<file path="config.mk">
export PLATFORM = sky130hd
export DESIGN_NAME = leaky_integrate_fire_neuron_top
export DESIGN_NICKNAME = d
export VERILOG_FILES = /design/src/rtl/lif_pkg.sv /design/src/rtl/lif_cfg.sv /design/src/rtl/lif_mul.sv /design/src/rtl/leaky_integrate_fire_neuron_top.sv
export SDC_FILE = /design/constraint.sdc
export NUM_CORES = 2
export LEC_CHECK = 0
export ABC_AREA = 1
export ABC_CLOCK_PERIOD_IN_PS = 17600
export BUFFER_PORTS_ARGS = -buffer_cell sky130_fd_sc_hd__buf_2
export CORE_AREA = 2 2 274 276
export DETAILED_ROUTE_END_ITERATION = 10
export DIE_AREA = 0 0 276 278
export PLACE_DENSITY = 0.83
export SLEW_MARGIN = 25
export SYNTH_ARGS = -nofsm -noshare
export SYNTH_HDL_FRONTEND = slang
export SYNTH_SLANG_ARGS = --single-unit
</file>
<file path="constraint.sdc">
create_clock -name clk -period 17.6 [get_ports clk]
set_input_delay 3.52 -clock clk [delete_from_list [all_inputs] [get_ports clk]]
set_output_delay 3.52 -clock clk [all_outputs]
set_load 0.02 [all_outputs]
</file>
<file path="src/rtl/lif_pkg.sv">
// shared types and constants of the leaky integrate-and-fire neuron
// register indexes, reset values, field widths and the config struct
// depends on nothing
package lif_pkg;

  // default widths of the voltage state and the sample counter
  localparam int VOLT_WIDTH_DEF  = 24;
  localparam int INDEX_WIDTH_DEF = 32;

  // fixed field widths
  localparam int CFG_IDX_W = 3;
  localparam int CFG_W     = 24;
  localparam int RATE_W    = 16;
  localparam int MODE_W    = 2;
  localparam int DRIVE_W   = 24;
  localparam int NOISE_W   = 16;
  localparam int MEMB_W    = 24;
  localparam int CNT_OUT_W = 32;
  localparam int IN_DATA_W  = 40;
  localparam int OUT_DATA_W = 88;

  // register indexes
  localparam logic [CFG_IDX_W-1:0] CFG_LEAK_RATE   = 3'd0;
  localparam logic [CFG_IDX_W-1:0] CFG_REST_LEVEL  = 3'd1;
  localparam logic [CFG_IDX_W-1:0] CFG_SPIKE_PEAK  = 3'd2;
  localparam logic [CFG_IDX_W-1:0] CFG_RESET_LEVEL = 3'd3;
  localparam logic [CFG_IDX_W-1:0] CFG_THRESHOLD   = 3'd4;
  localparam logic [CFG_IDX_W-1:0] CFG_NOISE_GAIN  = 3'd5;
  localparam logic [CFG_IDX_W-1:0] CFG_REFRACTORY  = 3'd6;
  localparam logic [CFG_IDX_W-1:0] CFG_OUTPUT_MODE = 3'd7;

  // output modes; the unused fourth code acts as spike indices only
  localparam logic [MODE_W-1:0] MODE_FLAGS  = 2'd0;
  localparam logic [MODE_W-1:0] MODE_TRACE  = 2'd1;
  localparam logic [MODE_W-1:0] MODE_EVENTS = 2'd2;

  // register reset values
  localparam logic [RATE_W-1:0]        LEAK_RATE_RST   = 16'd655;
  localparam logic signed [CFG_W-1:0]  REST_LEVEL_RST  = -24'sd17920;
  localparam logic signed [CFG_W-1:0]  SPIKE_PEAK_RST  = 24'sd10240;
  localparam logic signed [CFG_W-1:0]  RESET_LEVEL_RST = -24'sd17920;
  localparam logic signed [CFG_W-1:0]  THRESHOLD_RST   = -24'sd12800;
  localparam logic [RATE_W-1:0]        NOISE_GAIN_RST  = 16'd0;
  localparam logic [RATE_W-1:0]        REFRACTORY_RST  = 16'd0;
  localparam logic [MODE_W-1:0]        OUTPUT_MODE_RST = MODE_FLAGS;

  // configuration as seen by the datapath
  typedef struct packed {
    logic [RATE_W-1:0]       leak_rate;
    logic signed [CFG_W-1:0] rest_level;
    logic signed [CFG_W-1:0] spike_peak;
    logic signed [CFG_W-1:0] reset_level;
    logic signed [CFG_W-1:0] threshold;
    logic [RATE_W-1:0]       noise_gain;
    logic [RATE_W-1:0]       refractory_samples;
    logic [MODE_W-1:0]       output_mode;
  } lif_cfg_t;

endpackage

</file>
<file path="src/rtl/lif_cfg.sv">
// configuration register file of the neuron
// decodes writes on the cfg channel into lif_cfg_t
// depends on lif_pkg
module lif_cfg
  import lif_pkg::*;
(
  input  logic                 clk,
  input  logic                 rst_n,
  input  logic                 cfg_valid,
  output logic                 cfg_ready,
  input  logic [CFG_IDX_W-1:0] cfg_index,
  input  logic [CFG_W-1:0]     cfg_data,
  output lif_cfg_t             cfg
);

  // writes are always taken
  assign cfg_ready = 1'b1;

  // register decode
  always_ff @(posedge clk) begin
    if (!rst_n) begin
      cfg.leak_rate          <= LEAK_RATE_RST;
      cfg.rest_level         <= REST_LEVEL_RST;
      cfg.spike_peak         <= SPIKE_PEAK_RST;
      cfg.reset_level        <= RESET_LEVEL_RST;
      cfg.threshold          <= THRESHOLD_RST;
      cfg.noise_gain         <= NOISE_GAIN_RST;
      cfg.refractory_samples <= REFRACTORY_RST;
      cfg.output_mode        <= OUTPUT_MODE_RST;
    end else if (cfg_valid) begin
      unique case (cfg_index)
        CFG_LEAK_RATE:   cfg.leak_rate          <= cfg_data[RATE_W-1:0];
        CFG_REST_LEVEL:  cfg.rest_level         <= $signed(cfg_data);
        CFG_SPIKE_PEAK:  cfg.spike_peak         <= $signed(cfg_data);
        CFG_RESET_LEVEL: cfg.reset_level        <= $signed(cfg_data);
        CFG_THRESHOLD:   cfg.threshold          <= $signed(cfg_data);
        CFG_NOISE_GAIN:  cfg.noise_gain         <= cfg_data[RATE_W-1:0];
        CFG_REFRACTORY:  cfg.refractory_samples <= cfg_data[RATE_W-1:0];
        CFG_OUTPUT_MODE: cfg.output_mode        <= cfg_data[MODE_W-1:0];
        default: ;
      endcase
    end
  end

endmodule

</file>
<file path="src/rtl/lif_mul.sv">
// shared registered multiplier of the neuron datapath
// unsigned 16-bit coefficient, carried as 17-bit signed, times a signed operand
// depends on lif_pkg
module lif_mul
  import lif_pkg::*;
#(
  parameter int B_W = 27
)
(
  input  logic                         clk,
  input  logic                         en,
  input  logic signed [RATE_W:0]       a,
  input  logic signed [B_W-1:0]        b,
  output logic signed [RATE_W+B_W:0]   p_r
);

  // product register
  always_ff @(posedge clk) begin
    if (en) begin
      p_r <= a * b;
    end
  end

endmodule

</file>
<file path="src/rtl/leaky_integrate_fire_neuron_top.sv">
// leaky integrate-and-fire neuron: one Euler step per item on one shared multiplier
// states: an integrating item runs MUL1, SUM, MUL2 and UPD; the first item and the
// item after a spike go straight to UPD (no integration); UPD waits for a free output.
// A new item is taken only in IDLE, after UPD is done; the single multiplier is
// used twice per integrating item (noise scaling, then leak step) with a sum between
// reset (rst_n low, synchronous): registers to defaults, voltage to rest level,
// counters and refractory state cleared, output empty
module leaky_integrate_fire_neuron_top
  import lif_pkg::*;
#(
  parameter int VOLT_WIDTH  = VOLT_WIDTH_DEF,
  parameter int INDEX_WIDTH = INDEX_WIDTH_DEF
)
(
  input  logic                  clk,
  input  logic                  rst_n,
  // config write channel
  input  logic                  cfg_valid,
  output logic                  cfg_ready,
  input  logic [CFG_IDX_W-1:0]  cfg_index,
  input  logic [CFG_W-1:0]      cfg_data,
  // input items
  input  logic                  in_tvalid,
  output logic                  in_tready,
  input  logic [IN_DATA_W-1:0]  in_tdata,   // drive_current[23:0], noise_sample[39:24]
  // result items
  output logic                  out_tvalid,
  input  logic                  out_tready,
  output logic [OUT_DATA_W-1:0] out_tdata,  // membrane[23:0], spike_index[55:24],
                                            // spike_total[87:56]
  output logic                  out_tuser   // spike
);

  localparam int VW  = VOLT_WIDTH;
  localparam int IW  = INDEX_WIDTH;
  localparam int EW  = (VW > CFG_W) ? VW : CFG_W;
  localparam int SW  = EW + 3;
  localparam int SRW = (SW >= 48) ? 48 : SW;
  localparam int PW  = RATE_W + 1 + SRW;
  localparam int DW  = PW - 15;
  localparam int NW  = DW + 1;
  localparam int IXW = (IW > CNT_OUT_W) ? IW : CNT_OUT_W;
  localparam int AW  = ((IW > RATE_W) ? IW : RATE_W) + 1;
  localparam int NTW = 22;

  localparam logic [IW-1:0]  IDX_MAX = '1;
  localparam logic [CNT_OUT_W-1:0] TOTAL_MAX = '1;
  localparam logic signed [PW:0]  ROUND_D = (PW+1)'(32768);
  localparam logic signed [NTW+11:0] ROUND_N = (NTW+12)'(2048);

  // sequencer states
  localparam logic [2:0] ST_IDLE = 3'd0;
  localparam logic [2:0] ST_MUL1 = 3'd1;
  localparam logic [2:0] ST_SUM  = 3'd2;
  localparam logic [2:0] ST_MUL2 = 3'd3;
  localparam logic [2:0] ST_UPD  = 3'd4;

  // saturation helpers
  function automatic logic signed [VW-1:0] sat_ew(input logic signed [EW-1:0] x);
    logic ok;
    ok = (&x[EW-1:VW-1]) | ~(|x[EW-1:VW-1]);
    if (ok) return x[VW-1:0];
    return x[EW-1] ? {1'b1, {(VW-1){1'b0}}} : {1'b0, {(VW-1){1'b1}}};
  endfunction

  function automatic logic signed [VW-1:0] sat_nw(input logic signed [NW-1:0] x);
    logic ok;
    ok = (&x[NW-1:VW-1]) | ~(|x[NW-1:VW-1]);
    if (ok) return x[VW-1:0];
    return x[NW-1] ? {1'b1, {(VW-1){1'b0}}} : {1'b0, {(VW-1){1'b1}}};
  endfunction

  function automatic logic signed [MEMB_W-1:0] sat_out(input logic signed [EW-1:0] x);
    logic ok;
    ok = (&x[EW-1:MEMB_W-1]) | ~(|x[EW-1:MEMB_W-1]);
    if (ok) return x[MEMB_W-1:0];
    return x[EW-1] ? {1'b1, {(MEMB_W-1){1'b0}}} : {1'b0, {(MEMB_W-1){1'b1}}};
  endfunction

  lif_cfg_t cfg;

  logic [2:0]                    state_r, state_nxt;
  logic signed [DRIVE_W-1:0]     drive_r;
  logic signed [NOISE_W-1:0]     noise_r;
  logic signed [VW-1:0]          volt_r, volt_nxt;
  logic [IW-1:0]                 cnt_r, cnt_nxt;
  logic [IW-1:0]                 next_ok_r, next_ok_nxt;
  logic                          skip_r, skip_nxt;
  logic [CNT_OUT_W-1:0]          spike_cnt_r, spike_cnt_nxt;
  logic signed [SRW-1:0]         sum_r;
  logic                          out_valid_r;
  logic signed [MEMB_W-1:0]      memb_r;
  logic                          spike_r;
  logic [CNT_OUT_W-1:0]          index_r;
  logic [CNT_OUT_W-1:0]          total_r;

  logic                          in_acc;
  logic                          out_free;
  logic                          upd_go;
  logic                          mul_en;
  logic signed [RATE_W:0]        mul_a;
  logic signed [SRW-1:0]         mul_b;
  logic signed [PW-1:0]          prod_r;

  logic signed [VW-1:0]          rest_v, peak_v, reset_v, thr_v;
  logic signed [NTW+11:0]        nprod;
  logic signed [NTW-1:0]         nterm;
  logic signed [SW-1:0]          sum_full;
  logic signed [SRW-1:0]         sum_c;
  logic signed [PW:0]            dprod;
  logic signed [DW-1:0]          delta;
  logic signed [NW-1:0]          vsum;
  logic signed [VW-1:0]          vi;
  logic                          fire_c;
  logic                          emit_c;
  logic signed [VW-1:0]          shown_c;
  logic [AW-1:0]                 na_sum;
  logic [IXW-1:0]                idx_ext;

  // configuration registers
  lif_cfg u_cfg (
    .clk       (clk),
    .rst_n     (rst_n),
    .cfg_valid (cfg_valid),
    .cfg_ready (cfg_ready),
    .cfg_index (cfg_index),
    .cfg_data  (cfg_data),
    .cfg       (cfg)
  );

  // handshakes
  assign in_tready = (state_r == ST_IDLE);
  assign in_acc    = in_tvalid & in_tready;
  assign out_free  = ~out_valid_r | out_tready;
  assign upd_go    = (state_r == ST_UPD) & out_free;

  // shared multiplier: noise gain first, then leak rate
  assign mul_en = (state_r == ST_MUL1) | (state_r == ST_MUL2);
  assign mul_a  = (state_r == ST_MUL1) ? $signed({1'b0, cfg.noise_gain})
                                       : $signed({1'b0, cfg.leak_rate});
  assign mul_b  = (state_r == ST_MUL1) ? SRW'(noise_r) : sum_r;

  lif_mul #(.B_W(SRW)) u_mul (
    .clk (clk),
    .en  (mul_en),
    .a   (mul_a),
    .b   (mul_b),
    .p_r (prod_r)
  );

  // register values brought to the voltage width
  assign rest_v  = sat_ew(EW'(cfg.rest_level));
  assign peak_v  = sat_ew(EW'(cfg.spike_peak));
  assign reset_v = sat_ew(EW'(cfg.reset_level));
  assign thr_v   = sat_ew(EW'(cfg.threshold));

  // rounded noise term and drive sum
  assign nprod    = $signed(prod_r[NTW+11:0]) + ROUND_N;
  assign nterm    = nprod[NTW+11:12];
  assign sum_full = SW'(cfg.rest_level) - SW'(volt_r) + SW'(nterm) + SW'(drive_r);

  generate
    if (SW >= 48) begin : g_clamp
      localparam logic signed [SW-1:0] LIM_HI = SW'(64'sd70368744177664);
      localparam logic signed [SW-1:0] LIM_LO = -LIM_HI;
      always_comb begin
        if (sum_full > LIM_HI) begin
          sum_c = SRW'(LIM_HI);
        end else if (sum_full < LIM_LO) begin
          sum_c = SRW'(LIM_LO);
        end else begin
          sum_c = SRW'(sum_full);
        end
      end
    end else begin : g_noclamp
      assign sum_c = sum_full;
    end
  endgenerate

  // leak step and new voltage
  assign dprod = (PW+1)'(prod_r) + ROUND_D;
  assign delta = dprod[PW:16];
  assign vsum  = NW'(volt_r) + NW'(delta);
  assign vi    = sat_nw(vsum);

  // saturating sample index and refractory bound
  assign cnt_nxt = (cnt_r == IDX_MAX) ? cnt_r : cnt_r + IW'(1);
  assign idx_ext = IXW'(cnt_nxt);
  assign na_sum  = AW'(cnt_r) + AW'(cfg.refractory_samples);

  // update decision
  always_comb begin
    volt_nxt      = volt_r;
    next_ok_nxt   = next_ok_r;
    skip_nxt      = skip_r;
    spike_cnt_nxt = spike_cnt_r;
    fire_c        = 1'b0;
    shown_c       = volt_r;
    if (cnt_r == '0) begin
      // first sample loads the rest level
      volt_nxt = rest_v;
      shown_c  = rest_v;
    end else if (skip_r) begin
      // sample after a spike holds the reset level
      skip_nxt = 1'b0;
    end else if (vi >= thr_v) begin
      if (cnt_r >= next_ok_r) begin
        fire_c      = 1'b1;
        next_ok_nxt = (na_sum >= AW'(IDX_MAX)) ? IDX_MAX : na_sum[IW-1:0];
        if (spike_cnt_r != TOTAL_MAX) begin
          spike_cnt_nxt = spike_cnt_r + CNT_OUT_W'(1);
        end
        shown_c  = peak_v;
        volt_nxt = reset_v;
        skip_nxt = 1'b1;
      end else begin
        // inside the refractory gap: clamp at threshold
        volt_nxt = thr_v;
        shown_c  = thr_v;
      end
    end else begin
      volt_nxt = vi;
      shown_c  = vi;
    end
    emit_c = ~(cfg.output_mode >= MODE_EVENTS) | fire_c;
  end

  // sequencer
  always_comb begin
    state_nxt = state_r;
    unique case (state_r)
      ST_IDLE: if (in_acc) begin
        state_nxt = ((cnt_r == '0) || skip_r) ? ST_UPD : ST_MUL1;
      end
      ST_MUL1: state_nxt = ST_SUM;
      ST_SUM:  state_nxt = ST_MUL2;
      ST_MUL2: state_nxt = ST_UPD;
      ST_UPD:  if (out_free) begin
        state_nxt = ST_IDLE;
      end
      default: state_nxt = ST_IDLE;
    endcase
  end

  // control and neuron state
  always_ff @(posedge clk) begin
    if (!rst_n) begin
      state_r     <= ST_IDLE;
      volt_r      <= sat_ew(EW'(REST_LEVEL_RST));
      cnt_r       <= '0;
      next_ok_r   <= '0;
      skip_r      <= 1'b0;
      spike_cnt_r <= '0;
      out_valid_r <= 1'b0;
    end else begin
      state_r <= state_nxt;
      if (upd_go) begin
        volt_r      <= volt_nxt;
        cnt_r       <= cnt_nxt;
        next_ok_r   <= next_ok_nxt;
        skip_r      <= skip_nxt;
        spike_cnt_r <= spike_cnt_nxt;
      end
      if (upd_go && emit_c) begin
        out_valid_r <= 1'b1;
      end else if (out_tready) begin
        out_valid_r <= 1'b0;
      end
    end
  end

  // payload registers
  always_ff @(posedge clk) begin
    if (in_acc) begin
      drive_r <= $signed(in_tdata[DRIVE_W-1:0]);
      noise_r <= $signed(in_tdata[DRIVE_W+NOISE_W-1:DRIVE_W]);
    end
    if (state_r == ST_SUM) begin
      sum_r <= sum_c;
    end
    if (upd_go && emit_c) begin
      memb_r  <= sat_out(EW'(shown_c));
      spike_r <= fire_c;
      index_r <= idx_ext[CNT_OUT_W-1:0];
      total_r <= spike_cnt_nxt;
    end
  end

  assign out_tvalid = out_valid_r;
  assign out_tdata  = {total_r, index_r, memb_r};
  assign out_tuser  = spike_r;

  // no new item right after one is taken
  a_busy_after_accept: assert property (@(posedge clk) disable iff (!rst_n)
    in_acc |=> !in_tready)
    else $error("input taken again while busy");

  // in spike index mode every result is a spike
  a_events_only: assert property (@(posedge clk) disable iff (!rst_n)
    (out_tvalid && (cfg.output_mode >= MODE_EVENTS)) |-> out_tuser)
    else $error("non-spike result in spike index mode");

  // spike counter advances on a firing update
  a_count_step: assert property (@(posedge clk) disable iff (!rst_n)
    (upd_go && fire_c && (spike_cnt_r != TOTAL_MAX))
      |=> (spike_cnt_r == $past(spike_cnt_r) + CNT_OUT_W'(1)))
    else $error("spike counter did not advance");

  // voltage drops to the reset level on a spike
  a_reset_after_spike: assert property (@(posedge clk) disable iff (!rst_n)
    $rose(skip_r) |-> (volt_r == reset_v))
    else $error("voltage not at reset level after spike");

endmodule

</file>
==> impl_metrics.json <==
{
  "grt_remaining_overflow": 0,
  "gp_congestion": 1.05,
  "ys_warn_count": 0,
  "post_cts_buffers": 0,
  "rsz0062_at_grt": "false",
  "path_class": "reg2reg",
  "cp_slowest_cell": "o21ai_0",
  "worst_pin_slew_ns": 1.13,
  "antenna_found_initial": 14,
  "violations": "design-rule violations",
  "finalSetupTns_ns": 0,
  "hold_class": "reg2reg",
  "post_drt_wl_per_cell_um": 19.8,
  "crit_path_start_kind": "flop",
  "core_area_mm2": 0.0738,
  "start_util_pct": 58.3,
  "grt_pass1_wl_um": 207000,
  "fp-row-count": 100,
  "grt_max_degree": 104,
  "fmax_ghz": 0.101,
  "hold_viol_final": 0,
  "finalClockSkew_ns": 0.0511,
  "clk_latency_ns": 0.62,
  "clk_pin_slew_ns": 0.06,
  "ctsHoldBuffers": 0,
  "yosysUniqueCellTypes": 61,
  "syn_avg_cell_area_um2": 7.77,
  "async_flop_share_pct": 0,
  "die_h_um": 278,
  "drv_cap": 0,
  "fin_nets": 6402,
  "cts_resized": 0,
  "worstPathMaxFanout": 59,
  "dieArea_mm2": 0.0767,
  "period_needed_ns": 9.93,
  "crit_arrival_ns": 10.28,
  "antenna_left": 0,
  "io-pin-count": 164,
  "vias_per_cell": 5.68,
  "vias": 37742,
  "cp_common_cell": "inv_1",
  "instances_no_fill": 6647,
  "ys.flop_type": "dfxtp_1",
  "area_growth_pct": 8.15,
  "wirelength_um": 132000,
  "synthCells": 5538,
  "h-tree-depth": 2,
  "first_pass_iters": 10,
  "cts_tree": "yes",
  "slowest_delay_ns": 0.96,
  "die_w_um": 276,
  "first_global_vias": 37458,
  "outcome": "complete, but fails checks",
  "io_buffer_count": 162,
  "cts_buffer_depth": 3,
  "syn_nets": 6320,
  "cts_buffers": 51,
  "slew_violations": 0,
  "clock_sinks": 459,
  "first_iter_violations": 3978,
  "final.period_utilization_pct": 56.4,
  "ys_ff_latch": 459,
  "max_slew_margin_pct": 23.6,
  "root_buffer": "clkbuf_16",
  "remaining_drc_errors": 18,
  "grt_usage_pct": 34.5,
  "synth_edf_count": 189,
  "dp.cells": 6536,
  "synth_area_mm2": 0.0430,
  "endpoint_kind": "flop",
  "drive_gt1_share_pct": 7.38,
  "place_hpwl_um": 102000,
  "setup_viol": 0,
  "required_ns": 17.95,
  "ys_seq_area_share_pct": 25.8
}
-- kinds of logic after synthesis --
kind of cell	synth area share, %
other	0.00872
AND/OR/NAND/NOR	20.7
flip-flops	25.8
adder cells (fa/ha/maj)	28.8
AO/OA/AOI/OAI	9.73
XOR/XNOR	3.60
buffers and inverters	11.4
-- flip-flops by register name, indices dropped and copies added, names as in the netlist --
signal and flops:
u_mul.p_r 33, state_r 3, index_r 32, memb_r 24, out_tvalid 1, spike_cnt_r 32, next_ok_r 32, sum_r 27
volt_r 24, drive_r 24, cnt_r 32, noise_r 16, out_tuser 1, skip_r 1, u_cfg.cfg 145, total_r 32
-- per-stage QoR --
| step | util, % | hold slack (ns) | setup WS (ns) | instance area, um2 |
|---|---|---|---|---|
| global route | 63.0 | 0.472 | 7.15 | 46500 |
| global placement | 60.6 | 0.436 | 8.03 | 44700 |
| floorplan | - | 0.421 | 7.87 | 43000 |
| detailed placement | 60.6 | 0.444 | 7.91 | 44700 |
| finish | 63.0 | 0.450 | 7.67 | 46500 |
| CTS | 63.0 | 0.453 | 7.87 | 46500 |
-- routing by layer --
layer | GRT usage (%) | vias up | wire length (um)
met1 | 44.3 | 17911 | 50700
met4 | 16.0 | 2 | 6340
met3 | 6.94 | 417 | 13200
met2 | 56.4 | 2021 | 61600
met5 | 0 | - | 9
li1 | - | 17391 | -
-- synthesized netlist by cell type (28+ instances only) --
master / count / area, um2
nand2_1: 1196 / 4490
inv_1: 1063 / 3990
nor2_1: 584 / 2190
fa_1: 468 / 9370
a21oi_1: 350 / 1750
o21ai_0: 276 / 1380
dfxtp_1: 270 / 5410
ha_1: 242 / 3030
edfxtp_1: 189 / 5680
nand3_1: 172 / 861
clkbuf_1: 129 / 484
xor2_1: 129 / 1130
nor3_1: 46 / 230
xnor2_1: 46 / 403
buf_2: 35 / 175
nand4_1: 35 / 219
nand3_2: 29 / 290
o211ai_1: 28 / 210
-- final cells by class --
| cell class | instances | area (um2) |
|---|---|---|
| fillers | 6391 | 27300 |
| multi-input cells | 3806 | 27100 |
| flip-flops and latches | 459 | 11100 |
| inverters | 1087 | 4080 |
| clock buffers | 66 | 1380 |
| repair buffers | 215 | 1220 |
| well taps | 969 | 1210 |
| clock inverters | 30 | 387 |
| diodes | 15 | 37.5 |
-- critical path: cells and delay by family, from the launching register on --
kind            cells  cell delay [ns]
simple gates        5             1.63
xor+xnor            1             0.16
flops               1             0.36
fa+ha+maj           7             3.35
compound gates      7             2.33
buf+inv            10             1.79
-- path summary, 6_finish.rpt --
| path | end | slack (ns) | startpoint | cells past startpoint |
|---|---|---|---|---|
| setup / recovery | u_mul.p_r[41] | 7.67 | state_r[0] | 30 |
| hold / removal | u_cfg.cfg[32] | 0.45 | u_cfg.cfg[32] | 2 |
| setup reg to reg | u_mul.p_r[41] | 7.67 | state_r[0] | 30 |
| hold reg to reg | u_cfg.cfg[32] | 0.45 | u_cfg.cfg[32] | 2 |
-- layout by cell type (no fill, tap or decap), types with 161 or more instances in the layout --
| cell | n |
|---|---|
| o21ai_0 | 271 |
| ha_1 | 242 |
| a21oi_1 | 349 |
| edfxtp_1 | 189 |
| buf_2 | 161 |
| nand2_1 | 1195 |
| nand3_1 | 172 |
| inv_1 | 1060 |
| fa_1 | 468 |
| nor2_1 | 581 |
| dfxtp_1 | 270 |
Power is not shown: default switching activity piles up to over one toggle a cycle in this logic, so the estimate is an artifact.
